File: src/hw/rtl/minv_pkg.sv
// ----------------------------------------------------------------------------
// minv_pkg
// Shared types, widths and index tables for the 4x4 matrix inverse block.
// ----------------------------------------------------------------------------
`default_nettype none

package minv_pkg;

	localparam int ELEM_W    = 32;
	localparam int FRAC_BITS = 16;
	localparam int LIMB_W    = 32;
	localparam int COF_MAG_W = 2 * ELEM_W;           // |a*b - c*d| <= 2^63
	localparam int ADJ_MAG_W = 3 * LIMB_W;           // three terms, each <= 2^94
	localparam int DET_MAG_W = ADJ_MAG_W + ELEM_W + 2; // four terms of 127 bits
	localparam int ACC_W     = DET_MAG_W + 2;
	localparam int NUM_W     = ADJ_MAG_W + 2 * FRAC_BITS;
	localparam int QUO_W     = ELEM_W + 1;
	localparam int REM_W     = DET_MAG_W + 1;
	localparam int NUM_COF   = 18;

	typedef struct packed {
		logic signed [ELEM_W-1:0] elem_value;
		logic        [3:0]        elem_pos;
	} elem_t;

	typedef struct packed {
		logic signed [ELEM_W-1:0] inv_value;
		logic        [3:0]        inv_pos;
		logic                     last_elem;
		logic                     is_singular;
		logic                     did_saturate;
	} inv_t;

	typedef struct packed {
		logic       clr;
		logic       mul_en;
		logic       acc_en;
		logic       neg;
		logic [1:0] shift;
	} mac_ctrl_t;

	typedef struct packed {
		logic              done;
		logic              sat;
		logic [ELEM_W-1:0] value;
	} div_res_t;

	// 2x2 cofactor element pairs, entry = 3*group + sel: {a, b, c, d} -> a*b - c*d
	localparam logic [3:0] COF_IDX [NUM_COF][4] = '{
		'{4'd10, 4'd15, 4'd14, 4'd11}, '{4'd6, 4'd15, 4'd14, 4'd7}, '{4'd6, 4'd11, 4'd10, 4'd7},
		'{4'd9,  4'd15, 4'd13, 4'd11}, '{4'd5, 4'd15, 4'd13, 4'd7}, '{4'd5, 4'd11, 4'd9,  4'd7},
		'{4'd9,  4'd14, 4'd13, 4'd10}, '{4'd5, 4'd14, 4'd13, 4'd6}, '{4'd5, 4'd10, 4'd9,  4'd6},
		'{4'd8,  4'd15, 4'd12, 4'd11}, '{4'd4, 4'd15, 4'd12, 4'd7}, '{4'd4, 4'd11, 4'd8,  4'd7},
		'{4'd8,  4'd14, 4'd12, 4'd10}, '{4'd4, 4'd14, 4'd12, 4'd6}, '{4'd4, 4'd10, 4'd8,  4'd6},
		'{4'd8,  4'd13, 4'd12, 4'd9},  '{4'd4, 4'd13, 4'd12, 4'd5}, '{4'd4, 4'd9,  4'd8,  4'd5}
	};

	// per adjugate column: three (row, cofactor group) pairs, signs + - +, flipped when column + row is odd
	localparam logic [2:0] COL_TERMS [4][6] = '{
		'{3'd1, 3'd0, 3'd2, 3'd1, 3'd3, 3'd2},
		'{3'd0, 3'd0, 3'd2, 3'd3, 3'd3, 3'd4},
		'{3'd0, 3'd1, 3'd1, 3'd3, 3'd3, 3'd5},
		'{3'd0, 3'd2, 3'd1, 3'd4, 3'd2, 3'd5}
	};

endpackage

`default_nettype wire

File: src/hw/rtl/minv_mac.sv
// ----------------------------------------------------------------------------
// minv_mac
// Shared 32x32 multiplier with a wide signed accumulator, one limb per pass.
// ----------------------------------------------------------------------------
`default_nettype none

module minv_mac (
	input  wire logic                            clk,
	input  wire logic                            arst_n,
	input  wire minv_pkg::mac_ctrl_t             ctrl,
	input  wire logic [minv_pkg::LIMB_W-1:0]     a,
	input  wire logic [minv_pkg::LIMB_W-1:0]     b,
	output logic signed [minv_pkg::ACC_W-1:0]    acc
);

	logic [2*minv_pkg::LIMB_W-1:0] prod_q;
	logic                          prod_neg_q;
	logic [1:0]                    prod_sh_q;
	logic signed [minv_pkg::ACC_W-1:0] acc_q;
	logic [minv_pkg::ACC_W-1:0]    term;

	assign term = minv_pkg::ACC_W'(prod_q) << (minv_pkg::LIMB_W * prod_sh_q);
	assign acc  = acc_q;

	always_ff @(posedge clk or negedge arst_n) begin
		if (!arst_n) begin
			prod_q     <= '0;
			prod_neg_q <= 1'b0;
			prod_sh_q  <= '0;
			acc_q      <= '0;
		end else begin
			if (ctrl.mul_en) begin
				prod_q     <= (2*minv_pkg::LIMB_W)'(a) * (2*minv_pkg::LIMB_W)'(b);
				prod_neg_q <= ctrl.neg;
				prod_sh_q  <= ctrl.shift;
			end
			if (ctrl.clr) begin
				acc_q <= '0;
			end else if (ctrl.acc_en) begin
				acc_q <= prod_neg_q ? acc_q - $signed(term) : acc_q + $signed(term);
			end
		end
	end

endmodule

`default_nettype wire

File: config.mk
export PLATFORM = sky130hd
export DESIGN_NAME = minv_mac
export DESIGN_NICKNAME = d
export VERILOG_FILES = /design/src/hw/rtl/minv_pkg.sv /design/src/hw/rtl/minv_mac.sv
export SDC_FILE = /design/constraint.sdc
export NUM_CORES = 2
export LEC_CHECK = 0
export CAP_MARGIN = 10
export CORE_UTILIZATION = 55
export DETAILED_ROUTE_END_ITERATION = 8
export DONT_BUFFER_PORTS = 1
export GPL_ROUTABILITY_DRIVEN = 0
export PLACE_DENSITY_LB_ADDON = 0.25
export SETUP_SLACK_MARGIN = 0.02
export SLEW_MARGIN = 0
export SYNTH_ARGS = -nofsm -noshare
export SYNTH_HDL_FRONTEND = slang
export SYNTH_SLANG_ARGS = --single-unit
export TNS_END_PERCENT = 10
File: constraint.sdc
create_clock -name clk -period 7.05 [get_ports clk]
set_input_delay 1.41 -clock clk [delete_from_list [all_inputs] [get_ports clk]]
set_output_delay 1.41 -clock clk [all_outputs]
set_load 0.02 [all_outputs]
==> flow_metrics.env <==
export IMPL_status="finished with violations"
export IMPL_violations="negative setup slack"
export IMPL_remaining_drc_errors=0
export IMPL_yosysMostFrequentCell="inv_1"
export IMPL_yosys_top_cells_area="fa_1 (33%), dfrtp_1 (9.2%), ha_1 (9.1%)"
export IMPL_postLayoutCoreUtil=0.5935
export IMPL_relSlewSlack=0.3685
export IMPL_clk_pin_slew_ps=80
export IMPL_grt_pass1_vias=47060
export IMPL_place_area_um2=56440
export IMPL_finalMaxSlewViolations=0
export IMPL_syn_avg_cell_area_um2=8.424
export IMPL_rows=114
export IMPL_ys_ff_latch=199
export IMPL_finalCritPeriodShare=1.154
export IMPL_vias=46260
export IMPL_synth_top_family_by_area="adder cells"
export IMPL_hold_slack_ps=625.6
export IMPL_fp_dieH_um=316.1
export IMPL_htree_levels=4
export IMPL_firstDrtPassIters=9
export IMPL_track_usage=0.3469
export IMPL_wire_per_inst_um=22.38
export IMPL_synth_area_um2=54240
export IMPL_clk_latency_ps=490
export IMPL_syn_nets=7803
export IMPL_synthAdderAreaFrac=0.4222
export IMPL_cp_start_kind="primary input"
export IMPL_synth_top_area_frac=0.3310
export IMPL_drt_iter0_markers=4811
export IMPL_cap_violations=0
export IMPL_end_kind="register"
export IMPL_ys_top_cells_by_count="inv_1 (944), fa_1 (897), nand2_1 (738)"
export IMPL_worst_pin_slew_ps=938.5
export IMPL_nNetsFinal=7705
export IMPL_yosys_area_share_simple=0.1924
export IMPL_root_buffer="clkbuf_16"
export IMPL_rsz0062_at_grt="true"
export IMPL_routed_via_density=6.063
export IMPL_worstPathMaxFanout=32
export IMPL_io_pins=204
export IMPL_synth_edff_count=0
export IMPL_core_area_um2=97140
export IMPL_max_freq_mhz=122.9
export IMPL_numCtsBuffers=17
export IMPL_ys_flop_type="dfrtp_1"
export IMPL_die_area_um2=99890
export IMPL_synth_seq_area_share=0.09180
export IMPL_synthXorXnorAreaFrac=0.04731
export IMPL_grt_max_degree=200
export IMPL_final_hold_violation_count=0
export IMPL_grt_first_pass_wirelength_mm=267.6
export IMPL_cts_sinks=199
export IMPL_synthArstFlopShare=1.000
export IMPL_gr_total_overflow=0
export IMPL_start_util=0.5584
export IMPL_placed_cells=7590
export IMPL_synth_largest_area_cell="fa_1"
export IMPL_dp_hpwl_mm=130.8
export IMPL_hp_class="primary input to async pin"
export IMPL_wirelength_mm=170.8
export IMPL_final_area_um2=57650
export IMPL_setup_ws_ps=-1086
export IMPL_fin_worst_skew_ps=17.94
export IMPL_antenna_found_initial=3
export IMPL_antenna_left=0
export IMPL_synth_distinct_cells=101
export IMPL_drive_above_1_share=0.08546
export IMPL_cts_tree="yes"
export IMPL_cp_required_ps=7430
export IMPL_cts_max_path_buffers=2
export IMPL_syn_inst=6439
export IMPL_arrival_ps=8510
export IMPL_die_w_um=316.1
export IMPL_stdcell_count=7630
export IMPL_synth_compound_area_frac=0.1223
export IMPL_synth_mux_area_frac=0.03035
export IMPL_numPortBuffers=0
export IMPL_syn_to_final_growth_pct=6.283
export IMPL_ys_warn_count=0
export IMPL_setup_viol=43
export IMPL_finalCriticalPeriod_ps=8136
export IMPL_diodes=0
export IMPL_path_class="primary input to register"
-- flip-flops by register name, summed over array words and instances, names as in the netlist --
signal,count
acc,132
prod_neg_q,1
prod_q,64
prod_sh_q,2
-- area by class of cell --
type	count	area [µm²]
multi-input combinational	4904	44840
fill	8544	39480
sequential	199	4989
inverter	946	3551
timing repair buffer	273	2076
tap	1276	1597
clock buffer	18	439.2
clock inverter	14	161.4
-- worst paths after layout --
| path | cells past startpoint | slack (ps) | start | endpoint |
|---|---|---|---|---|
| max | 25 | -1090 | b[12] | prod_q[58] |
| min | 0 | 630 | arst_n | acc[12] |
| max reg2reg | 22 | 260 | prod_q[13] | acc[124] |
| min reg2reg | 1 | 630 | prod_q[29] | prod_q[29] |
| max in group asynchronous | 0 | 6170 | arst_n | acc[125] |
| min in group clk | 1 | 630 | prod_q[29] | prod_q[29] |
-- placed cells by master, fill, tap and decap left out, types with 12 or more instances in the layout --
cell	n
a211oi_1	21
a21o_1	94
a21oi_1	343
a21oi_2	13
a22oi_1	32
a31oi_1	51
and2_1	613
and2_4	12
and3_1	26
buf_4	266
clkbuf_16	17
dfrtp_1	196
fa_1	886
ha_1	386
inv_1	931
inv_2	15
mux2_2	59
mux2i_1	83
nand2_1	735
nand2b_1	29
nand3_1	65
nand4_1	66
nor2_1	361
nor2b_1	23
nor3_1	64
nor4_1	18
o211ai_1	18
o21a_1	20
o21ai_0	212
o21ai_1	16
o21bai_1	63
o22a_1	12
o22ai_1	12
o31ai_1	14
or3_1	18
xnor2_1	157
xor2_1	126
-- through the flow --
step | TNS, ps | setup slack, ps
6_report | -27080 | -1086
5_1_grt | -35570 | -1289
4_1_cts | -25260 | -1039
3_5_place_dp | -59200 | -1934
3_3_place_gp | -55070 | -1778
2_1_floorplan | -38080 | -1357
-- metal layers --
| layer | share of wire | track usage | wire (µm) | up-vias |
|---|---|---|---|---|
| li1 | - | - | - | 20370 |
| met1 | 0.39 | 0.4484 | 66090 | 22800 |
| met2 | 0.45 | 0.5468 | 76560 | 2543 |
| met3 | 0.10 | 0.07691 | 17770 | 552 |
| met4 | 0.060 | 0.1803 | 10330 | 2 |
| met5 | 0.000076 | 0 | 13 | - |
-- cell families (layout without fill, tap and decap cells) --
kind of cell | count (synthesis) | in the layout
AND/OR/NAND/NOR | 2104 | 2104
buffers and inverters | 1336 | 1251
adder cells (fa/ha/maj) | 1292 | 1292
AO/OA/AOI/OAI | 1061 | 1061
XOR/XNOR | 293 | 293
flip-flops | 199 | 199
multiplexers | 154 | 154
-- critical path, stage by stage --
cell,delay [ps]
and2_4,160
fa_1,500
fa_1,560
inv_2,40
fa_1,530
fa_1,440
fa_1,520
inv_2,50
fa_1,490
fa_1,540
inv_2,50
fa_1,490
inv_2,50
ha_4,280
nand4_1,210
or4_4,610
o22ai_4,250
o2111ai_4,170
o21ai_4,210
a31oi_4,130
o211ai_1,210
a21o_1,160
a21o_1,120
xor2_1,60
mux2_4,250
-- repair_timing --
action	in CTS	in global routing
endpoints found under the setup margin	43	56
hold buffers	0	0
pin swaps	25	53
setup buffers	4	5
resized for setup	67	67
hold endpoints to repair	0	0
Power is left out: the tool's default activity adds up to more than one toggle a clock period on the data nets, which glitch-free logic cannot reach.
