`src/hw/rtl/minv_pkg.sv`:
```
// ----------------------------------------------------------------------------
// minv_pkg
// Shared types, widths and index tables for the 4x4 matrix inverse block.
// ----------------------------------------------------------------------------
`default_nettype none

package minv_pkg;

	localparam int ELEM_W    = 32;
	localparam int FRAC_BITS = 16;
	localparam int LIMB_W    = 32;
	localparam int COF_MAG_W = 2 * ELEM_W;           // |a*b - c*d| <= 2^63
	localparam int ADJ_MAG_W = 3 * LIMB_W;           // three terms, each <= 2^94
	localparam int DET_MAG_W = ADJ_MAG_W + ELEM_W + 2; // four terms of 127 bits
	localparam int ACC_W     = DET_MAG_W + 2;
	localparam int NUM_W     = ADJ_MAG_W + 2 * FRAC_BITS;
	localparam int QUO_W     = ELEM_W + 1;
	localparam int REM_W     = DET_MAG_W + 1;
	localparam int NUM_COF   = 18;

	typedef struct packed {
		logic signed [ELEM_W-1:0] elem_value;
		logic        [3:0]        elem_pos;
	} elem_t;

	typedef struct packed {
		logic signed [ELEM_W-1:0] inv_value;
		logic        [3:0]        inv_pos;
		logic                     last_elem;
		logic                     is_singular;
		logic                     did_saturate;
	} inv_t;

	typedef struct packed {
		logic       clr;
		logic       mul_en;
		logic       acc_en;
		logic       neg;
		logic [1:0] shift;
	} mac_ctrl_t;

	typedef struct packed {
		logic              done;
		logic              sat;
		logic [ELEM_W-1:0] value;
	} div_res_t;

	// 2x2 cofactor element pairs, entry = 3*group + sel: {a, b, c, d} -> a*b - c*d
	localparam logic [3:0] COF_IDX [NUM_COF][4] = '{
		'{4'd10, 4'd15, 4'd14, 4'd11}, '{4'd6, 4'd15, 4'd14, 4'd7}, '{4'd6, 4'd11, 4'd10, 4'd7},
		'{4'd9,  4'd15, 4'd13, 4'd11}, '{4'd5, 4'd15, 4'd13, 4'd7}, '{4'd5, 4'd11, 4'd9,  4'd7},
		'{4'd9,  4'd14, 4'd13, 4'd10}, '{4'd5, 4'd14, 4'd13, 4'd6}, '{4'd5, 4'd10, 4'd9,  4'd6},
		'{4'd8,  4'd15, 4'd12, 4'd11}, '{4'd4, 4'd15, 4'd12, 4'd7}, '{4'd4, 4'd11, 4'd8,  4'd7},
		'{4'd8,  4'd14, 4'd12, 4'd10}, '{4'd4, 4'd14, 4'd12, 4'd6}, '{4'd4, 4'd10, 4'd8,  4'd6},
		'{4'd8,  4'd13, 4'd12, 4'd9},  '{4'd4, 4'd13, 4'd12, 4'd5}, '{4'd4, 4'd9,  4'd8,  4'd5}
	};

	// per adjugate column: three (row, cofactor group) pairs, signs + - +, flipped when column + row is odd
	localparam logic [2:0] COL_TERMS [4][6] = '{
		'{3'd1, 3'd0, 3'd2, 3'd1, 3'd3, 3'd2},
		'{3'd0, 3'd0, 3'd2, 3'd3, 3'd3, 3'd4},
		'{3'd0, 3'd1, 3'd1, 3'd3, 3'd3, 3'd5},
		'{3'd0, 3'd2, 3'd1, 3'd4, 3'd2, 3'd5}
	};

endpackage

`default_nettype wire

```
`src/hw/rtl/minv_div.sv`:
```
// ----------------------------------------------------------------------------
// minv_div
// Restoring divider: |adj| * 2^(2*FRAC) / |det|, one quotient bit a cycle,
// with saturation to the signed element range.
// ----------------------------------------------------------------------------
`default_nettype none

module minv_div (
	input  wire logic                               clk,
	input  wire logic                               arst_n,
	input  wire logic                               start,
	input  wire logic [minv_pkg::ADJ_MAG_W-1:0]     num_mag,
	input  wire logic                               num_neg,
	input  wire logic [minv_pkg::DET_MAG_W-1:0]     den_mag,
	input  wire logic                               den_neg,
	output minv_pkg::div_res_t                      res
);

	typedef enum logic [1:0] {D_IDLE, D_CHECK, D_ITER, D_FIN} dstate_t;

	dstate_t                          state_q;
	logic [minv_pkg::REM_W-1:0]       rem_q;
	logic [minv_pkg::QUO_W-1:0]       nsh_q;
	logic [minv_pkg::QUO_W-1:0]       quo_q;
	logic [minv_pkg::DET_MAG_W-1:0]   den_q;
	logic                             neg_q;
	logic                             big_q;
	logic [5:0]                       cnt_q;
	minv_pkg::div_res_t               res_q;

	logic [minv_pkg::NUM_W-1:0]       nfull;
	logic [minv_pkg::REM_W-1:0]       trial;
	logic                             ge;
	logic [minv_pkg::QUO_W-1:0]       limit;
	logic                             sat;
	logic [minv_pkg::QUO_W-1:0]       mag;

	assign nfull = {num_mag, {(2*minv_pkg::FRAC_BITS){1'b0}}};
	assign trial = {rem_q[minv_pkg::REM_W-2:0], nsh_q[minv_pkg::QUO_W-1]};
	assign ge    = trial >= {1'b0, den_q};
	assign limit = (minv_pkg::QUO_W'(1) << (minv_pkg::ELEM_W - 1)) - minv_pkg::QUO_W'(!neg_q);
	assign sat   = big_q || (quo_q > limit);
	assign mag   = sat ? limit : quo_q;
	assign res   = res_q;

	always_ff @(posedge clk or negedge arst_n) begin
		if (!arst_n) begin
			state_q <= D_IDLE;
			rem_q   <= '0;
			nsh_q   <= '0;
			quo_q   <= '0;
			den_q   <= '0;
			neg_q   <= 1'b0;
			big_q   <= 1'b0;
			cnt_q   <= '0;
			res_q   <= '0;
		end else begin
			res_q.done <= (state_q == D_FIN);
			case (state_q)
				D_IDLE: begin
					if (start) begin
						// quotient fits QUO_W bits unless the top part already reaches den
						rem_q   <= minv_pkg::REM_W'(nfull >> minv_pkg::QUO_W);
						nsh_q   <= nfull[minv_pkg::QUO_W-1:0];
						den_q   <= den_mag;
						neg_q   <= num_neg ^ den_neg;
						quo_q   <= '0;
						big_q   <= 1'b0;
						cnt_q   <= '0;
						state_q <= D_CHECK;
					end
				end
				D_CHECK: begin
					if (rem_q >= {1'b0, den_q}) begin
						big_q   <= 1'b1;
						state_q <= D_FIN;
					end else begin
						state_q <= D_ITER;
					end
				end
				D_ITER: begin
					rem_q <= ge ? trial - {1'b0, den_q} : trial;
					quo_q <= {quo_q[minv_pkg::QUO_W-2:0], ge};
					nsh_q <= nsh_q << 1;
					cnt_q <= cnt_q + 6'd1;
					if (cnt_q == 6'(minv_pkg::QUO_W - 1)) begin
						state_q <= D_FIN;
					end
				end
				D_FIN: begin
					res_q.sat   <= sat;
					res_q.value <= neg_q ? minv_pkg::ELEM_W'(-mag) : minv_pkg::ELEM_W'(mag);
					state_q     <= D_IDLE;
				end
				default: begin
					state_q <= D_IDLE;
				end
			endcase
		end
	end

endmodule

`default_nettype wire

```
`config.mk`:
```
export PLATFORM = sky130hd
export DESIGN_NAME = minv_div
export DESIGN_NICKNAME = d
export VERILOG_FILES = /design/src/hw/rtl/minv_pkg.sv /design/src/hw/rtl/minv_div.sv
export SDC_FILE = /design/constraint.sdc
export NUM_CORES = 1
export LEC_CHECK = 0
export BUFFER_PORTS_ARGS = -buffer_cell sky130_fd_sc_hd__buf_2
export CORE_UTILIZATION = 56
export DETAILED_ROUTE_END_ITERATION = 10
export PLACE_DENSITY = 0.79
export SYNTH_ARGS = -nofsm -noshare
export SYNTH_HDL_FRONTEND = slang
export SYNTH_SLANG_ARGS = --single-unit
```
`constraint.sdc`:
```
create_clock -name clk -period 5 [get_ports clk]
set_input_delay 1 -clock clk [delete_from_list [all_inputs] [get_ports clk]]
set_output_delay 1 -clock clk [all_outputs]
set_load 0.1 [all_outputs]
```
==> summary.txt, run 1 <==
STA
  • Fin crit share: 93.2%
  • Worst rel slew slack: 34.2%
  • Tightest hold margin: 443 ps
  • Period minus WS final: 4660 ps
  • Final hold vios: 0
  • Setup ws final: 342 ps
  • Sum Neg Setup Slack: 0 ps
  • Slew Viols, Final: 0
  • RSZ-0062 raised after global routing: no
  • Max Freq: 0.215 GHz
  • Slew @ Worst Pin: 988 ps
  • Worst Skew: 22.8 ps
  • Final setup vio count: 0

Die
  • Chip width: 227 um
  • Placeable core region: 0.0494 mm2
  • Io pins: 265
  • Die Ht: between 200 and 250 um
  • Rows: 81
  • DIE AREA: 0.0514 mm2
  • Starting Density: 57.2%

Placement
  • IO Port Bufs: 264
  • Pre-CTS setup slack: 440 ps
  • Dpl hpwl: 66,700 um
  • Routability cong.: 1.00
  • Placed Area: around 0.030 mm2
  • Cells after DPL: 4,091

Power
  • Switch share: 52.3%
  • Maximum vdd drop: 0.000341 V
  • Sequential cell fraction of total power: between 10% and 20%
  • PwrDens: 812 mW/mm2
  • Clk pwr share: 11.8%
  • Sw power: roughly 13 mW
  • Int Pwr: 12.2 mW
  • Leak: 14.9 nW
  • Combinational power share: about 69%

Global route
  • Global route total overflow: 0
  • Vias in the first global route: 25,100
  • Initial antenna violation count: 2
  • GR Util All Layers: 34.3%
  • Largest net degree at the start of global routing: 105
  • First-pass GRT wire length: ~140,000 um

Layout
  • Design area: roughly 0.031 mm2
  • Commonest cells after routing, fill and taps aside: dfrtp_1, a21oi_1, ha_1
  • Synth-to-layout area growth: 11.4%
  • Layout Cells excl Fill: 4,162
  • Share of cells above drive strength 1: between 10% and 20%
  • Commonest non-fill, non-tap cell in the layout: dfrtp_1
  • Final #Nets: about 4,000

CTS
  • Root Buffer Master: clkbuf_16
  • PostCTS Resize Cnt: 0
  • Clock tree from TritonCTS: done
  • Clock Path Buffers: 3
  • TritonCTS Buffers: 40
  • Clock Sinks: 339
  • Clk slew on worst S/H paths: about 60 ps
  • Clock latency on the worst-skew pair: 600 ps
  • H-tree levels: 2
  • Hold buffer count at cts: 0
  • Setup bufs post-CTS: 0

Logic synthesis
  • Post-synthesis average cell area: about 8.6 um2
  • Synth warn: 0
  • Synthesized flop and latch total: 339
  • Count of flip-flops with a built-in enable after synthesis: 0
  • Synthesized cell area: roughly 0.028 mm2
  • Syn Nets: roughly 3,800
  • Seq/Total Area, Yosys: 30.0%
  • Post-Syn Instances: about 3,300
  • Synth async-reset ratio: 100%
  • Yosys cell types: 87
  • Ys flop type: dfrtp_1

Route
  • Met3 WL: roughly 7100 um
  • Wire per inst: 21.3 um
  • DRC: 0
  • DR vias: 26,600
  • Remaining antenna violation count: 0
  • Vias per Instance: 6.39
  • DR pass1 iterations: 6
  • DR WL met2: around 39,000 um
  • Starting DRT DRC Count: around 2,700
  • Drt total wl: 88,600 um
  • M1 wire length: 38,800 um
  • Top routing layer in use: met5

Worst setup path
  • Slowest CP cell: dfrtp_4
  • Kind of critical path: flop to flop
  • Critical Path Fanout Max: 35
  • Crit. End Element: flop
  • Crit path launch type: flop
  • Top cell by count, worst path: o21ai_0
  • Critical path, cell by cell: inv_1, ha_1, nand4b_1, nor4_1, nand2_1, or4_1, a21o_1, o21ai_0, ha_1, nand2_1, or3_1, or4_1, nor2_1, o21ai_0, o21ai_0, o21ai_0, mux2_2
  • CP Data Required Time: roughly 5500 ps
  • Worst path max stage delay: 660 ps
  • Arrival time at the worst endpoint: 5130 ps
  • R2R cell count: 17

Hold path
  • HP Class: input pin to async pin

Run status
  • Status: finished clean

Flow run
  • # Max-Cap Violations: 0
==> power groups by stage <==
stage | Clock [mW] | Sequential, mW | Combinational [mW]
CTS | 3.05 | 4.84 | 17.3
global route | 3.15 | 5.02 | 19.3
floorplan | 0 | 5.32 | 12.3
global placement | 0 | 4.81 | 17.0
finish | 3.01 | 4.87 | 17.7
detailed placement | 0 | 4.88 | 17.2
==> metrics by stage <==
stage          utilization, %  total power, mW
4_1_cts                  63.8             25.2
3_5_place_dp             61.1             22.1
3_3_place_gp             61.1             21.8
6_report                 63.8             25.6
2_1_floorplan               -             17.6
5_1_grt                  63.8             27.5
==> state kept, by name, summed over array words and instances, names as in the netlist <==
signal and cells:
den_q 130, res 34, neg_q 1, cnt_q 6, quo_q 33, rem_q 131, big_q 1, state_q 2
nsh_q 1
==> synthesized netlist by cell type (all sizes together), types with 6 or more instances <==
| library cell | instances | area share (%) |
|---|---|---|
| clkbuf | 135 | 1.8 |
| nor3 | 50 | 0.96 |
| nand4 | 94 | 2.1 |
| nand2b | 18 | 0.40 |
| or2 | 8 | 0.18 |
| o41ai | 6 | 0.24 |
| xnor2 | 72 | 2.2 |
| o211ai | 17 | 0.49 |
| or4 | 6 | 0.19 |
| a32oi | 11 | 0.34 |
| a221oi | 10 | 0.33 |
| o211a | 20 | 0.71 |
| a22oi | 61 | 1.6 |
| buf | 41 | 0.82 |
| xor2 | 56 | 1.7 |
| and3 | 15 | 0.33 |
| a21oi | 323 | 5.8 |
| a21boi | 15 | 0.41 |
| o21ai | 310 | 5.5 |
| and2 | 9 | 0.20 |
| a22o | 23 | 0.71 |
| and4 | 7 | 0.23 |
| nand2 | 279 | 3.7 |
| o21bai | 53 | 1.4 |
| o31ai | 11 | 0.39 |
| nand3 | 34 | 0.60 |
| a21o | 121 | 3.2 |
| nor2 | 183 | 2.4 |
| mux2 | 147 | 5.9 |
| a31oi | 27 | 0.70 |
| mux2i | 51 | 1.8 |
| nor4 | 22 | 0.53 |
| dfrtp | 339 | 30 |
| o221ai | 26 | 0.81 |
| a211oi | 16 | 0.43 |
| o21a | 21 | 0.56 |
| o22ai | 37 | 0.84 |
| or3 | 22 | 0.49 |
| inv | 214 | 2.8 |
| ha | 299 | 13 |
| a221o | 14 | 0.50 |
| nor2b | 23 | 0.51 |
==> area by class of cell <==
class	count	area [um2]
fillers	4342	17900
diodes	1	2.50
inverters	215	807
well taps	664	831
clock inverters	17	210
repair buffers	307	1750
flip-flops and latches	339	8490
multi-input cells	2566	18300
clock buffers	53	1120
==> critical path: cells and delay by family, from the launching register on <==
kind / cells / cell delay (ps)
DFF: 1 / 660
buffers and inverters: 1 / 110
AOI/OAI and AO/OA: 5 / 800
and+or+nand+nor: 8 / 2160
adders and majority gates: 2 / 540
muxes: 1 / 270
==> path summary, 6_finish.rpt <==
kind | startpoint | endpoint | slack (ps)
min in group clk | res[14] | res[14] | 500
max in group asynchronous | arst_n | rem_q[111] | 3550
max reg2reg | neg_q | res[28] | 340
min | arst_n | den_q[33] | 440
min reg2reg | res[14] | res[14] | 500
max | neg_q | res[28] | 340
==> cells by family after synthesis <==
logic type	synth area share [%]
AO/OA/AOI/OAI	26.4
XOR/XNOR	3.97
adder cells (fa/ha/maj)	13.3
buffers and inverters	5.48
flip-flops	30.0
multiplexers	7.67
AND/OR/NAND/NOR	13.2
==> per-layer routing <==
| metal | up-vias | global-route usage (%) |
|---|---|---|
| met3 | 209 | 5.73 |
| met4 | 4 | 15.2 |
| li1 | 12500 | - |
| met5 | - | 0 |
| met2 | 1170 | 52.8 |
| met1 | 12700 | 47.3 |
No activity file was read; power rests on OpenSTA's default activity.
==> run 2: changes to the inputs <==
--- a/config.mk
+++ b/config.mk
@@ -6,9 +6,9 @@
 export NUM_CORES = 1
 export LEC_CHECK = 0
 export BUFFER_PORTS_ARGS = -buffer_cell sky130_fd_sc_hd__buf_2
-export CORE_UTILIZATION = 56
+export CORE_UTILIZATION = 60
 export DETAILED_ROUTE_END_ITERATION = 10
-export PLACE_DENSITY = 0.79
+export PLACE_DENSITY = 0.81
 export SYNTH_ARGS = -nofsm -noshare
 export SYNTH_HDL_FRONTEND = slang
 export SYNTH_SLANG_ARGS = --single-unit
==> constraint.sdc (replaced) <==
create_clock -name clk -period 4.8 [get_ports clk]
set_input_delay 0.96 -clock clk [delete_from_list [all_inputs] [get_ports clk]]
set_output_delay 0.96 -clock clk [all_outputs]
set_load 0.1 [all_outputs]
==> run 2 against run 1 <==
Effect of this change: die area down 6.6%; non-clock buffer count up 17; clock power up 13%; sequential power up 4.7%; sequential share of layout area down 0.16 points; largest cell class unchanged; critical path depth unchanged; setup slack about the same; worst hold slack better by 20 ps; register-to-register slack about the same.
==> summary.txt, run 2 (synthesis results as in run 1) <==
Power
  • PwrDens: 862 mW/mm2
  • Power, Total: 27.3 mW
  • Maximum vdd drop: 0.000622 V
  • Leak: 15.0 nW

CTS
  • Clock tree from TritonCTS: done
  • Clock Path Buffers: 3
  • TritonCTS Buffers: 40
  • H-tree levels: 2
  • Root Buffer Master: clkbuf_16
  • Clock latency on the worst-skew pair: 590 ps
  • Clk slew on worst S/H paths: 60 ps
  • Clock Sinks: 339

STA
  • Tightest hold margin: 463 ps
  • Worst rel slew slack: 23.4%
  • Setup ws final: 342 ps
  • Period minus WS final: around 4500 ps
  • Slew @ Worst Pin: roughly 1100 ps
  • Final hold vios: 0
  • Slew Viols, Final: 0
  • Fin crit share: 92.9%
  • Final setup vio count: 0
  • Worst Skew: 24.5 ps
  • Max Freq: 0.224 GHz

Worst setup path
  • Crit. End Element: flop
  • Worst path max stage delay: 540 ps
  • R2r setup slk: 340 ps
  • Critical path, cell by cell: inv_1, ha_1, nand4b_1, nor4_2, nand2_1, or4_1, a21o_1, buf_6, nand2_1, o21ai_0, ha_2, buf_4, nor2_1, o21ai_0, a21oi_1, nor2_1, mux2_2
  • Arrival time at the worst endpoint: just under 5000 ps
  • Critical Path Fanout Max: 37
  • Buffers & Inverters on Critical Path: 3
  • R2R cell count: 17
  • CP delay by family, top: simple AND/OR/NAND/NOR gates
  • Crit path launch type: flop
  • Slowest CP cell: dfrtp_4
  • Worst reg2reg endpoint: res[12]
  • Kind of critical path: flop to flop
  • Reg2reg start: neg_q
  • CP Data Required Time: 5280 ps

Die
  • Starting Density: 60.8%
  • Die Ht: 219 um
  • Rows: 79
  • Chip width: 219 um
  • DIE AREA: about 0.048 mm2
  • Io pins: 265
  • Placeable core region: between 0.04 and 0.05 mm2

Route
  • DR pass1 iterations: 8
  • Starting DRT DRC Count: 3,001
  • Remaining antenna violation count: 0
  • Vias per Instance: 6.63
  • Drt total wl: between 90,000 and 100,000 um
  • Wire per inst: 22.4 um
  • DR vias: 27,300
  • DRC: 0

Flow run
  • # Max-Cap Violations: 0

Placement
  • Placed Area: 0.0302 mm2
  • IO Port Bufs: 264
  • Routability cong.: 1.01
  • Pre-CTS setup slack: 237 ps
  • Dpl hpwl: 69,000 um

Hold path
  • HP Class: input pin to async pin

Global route
  • First-pass GRT wire length: 145,000 um
  • Global route total overflow: 0
  • GR Util All Layers: 38.1%
  • Initial antenna violation count: 2
  • Vias in the first global route: between 20,000 and 30,000
  • Largest net degree at the start of global routing: 101

Layout
  • Max reg flops: approximately 130
  • Synth-to-layout area growth: 12.1%
  • Commonest cells after routing, fill and taps aside: dfrtp_1, a21oi_1, o21ai_0, ha_1, nand2_1
  • Design area: 0.0317 mm2
  • Share of cells above drive strength 1: 16.9%
  • Final core occ: 68.2%
  • Final #Nets: between 4,000 and 5,000
  • Antenna Cells: 0
  • Top reg by flops: rem_q
  • Multi-input gate area: between 0.015 and 0.02 mm2
  • FF+latch area: around 0.0085 mm2
  • Fillers: about 3,800
  • Commonest non-fill, non-tap cell in the layout: dfrtp_1

Run status
  • Status: finished clean
-- run 2: area by class of cell --
class / count / area share [%]
multi-input cells: 2566 / 57.7
clock inverters: 17 / 1.04
well taps: 607 / 2.40
repair buffers: 324 / 5.97
flip-flops and latches: 339 / 26.8
clock buffers: 52 / 3.52
inverters: 215 / 2.55
-- run 2: per-stage QoR --
| step | cells | TNS (ps) |
|---|---|---|
| 6_report | 4120 | 0 |
| 3_3_place_gp | 4050 | 0 |
| 2_1_floorplan | 3296 | 0 |
| 5_1_grt | 4120 | -3.06 |
| 3_5_place_dp | 4050 | 0 |
| 4_1_cts | 4119 | 0 |
-- run 2: timing repair --
action,CTS,global route
resized for setup,0,1
setup endpoints to repair,0,9
setup buffers,0,1
hold buffers,0,0
-- run 2: worst max path at each step --
stage	startpoint	end	depth (start not counted)
2_1_floorplan	neg_q	res[28]	21
3_3_place_gp	neg_q	res[28]	21
3_5_place_dp	neg_q	res[28]	21
4_1_cts	neg_q	res[28]	21
5_1_grt	neg_q	res[28]	21
6_report	neg_q	res[12]	17
-- run 2: power by group --
group | internal, mW | switching (mW) | total [mW] | leakage [nW]
logic | 6.93 | 11.9 | 18.8 | 10.1
registers | 4.04 | 1.05 | 5.10 | 4.19
clock network | 2.08 | 1.33 | 3.40 | 0.700
-- run 2: routing by layer --
metal	part of all wire, %	global-route usage (%)	vias up
met5	0.029	0	-
met4	4.6	17.3	4
met3	7.8	5.81	287
met2	46	61.6	1317
met1	42	50.1	13200
li1	-	-	12500
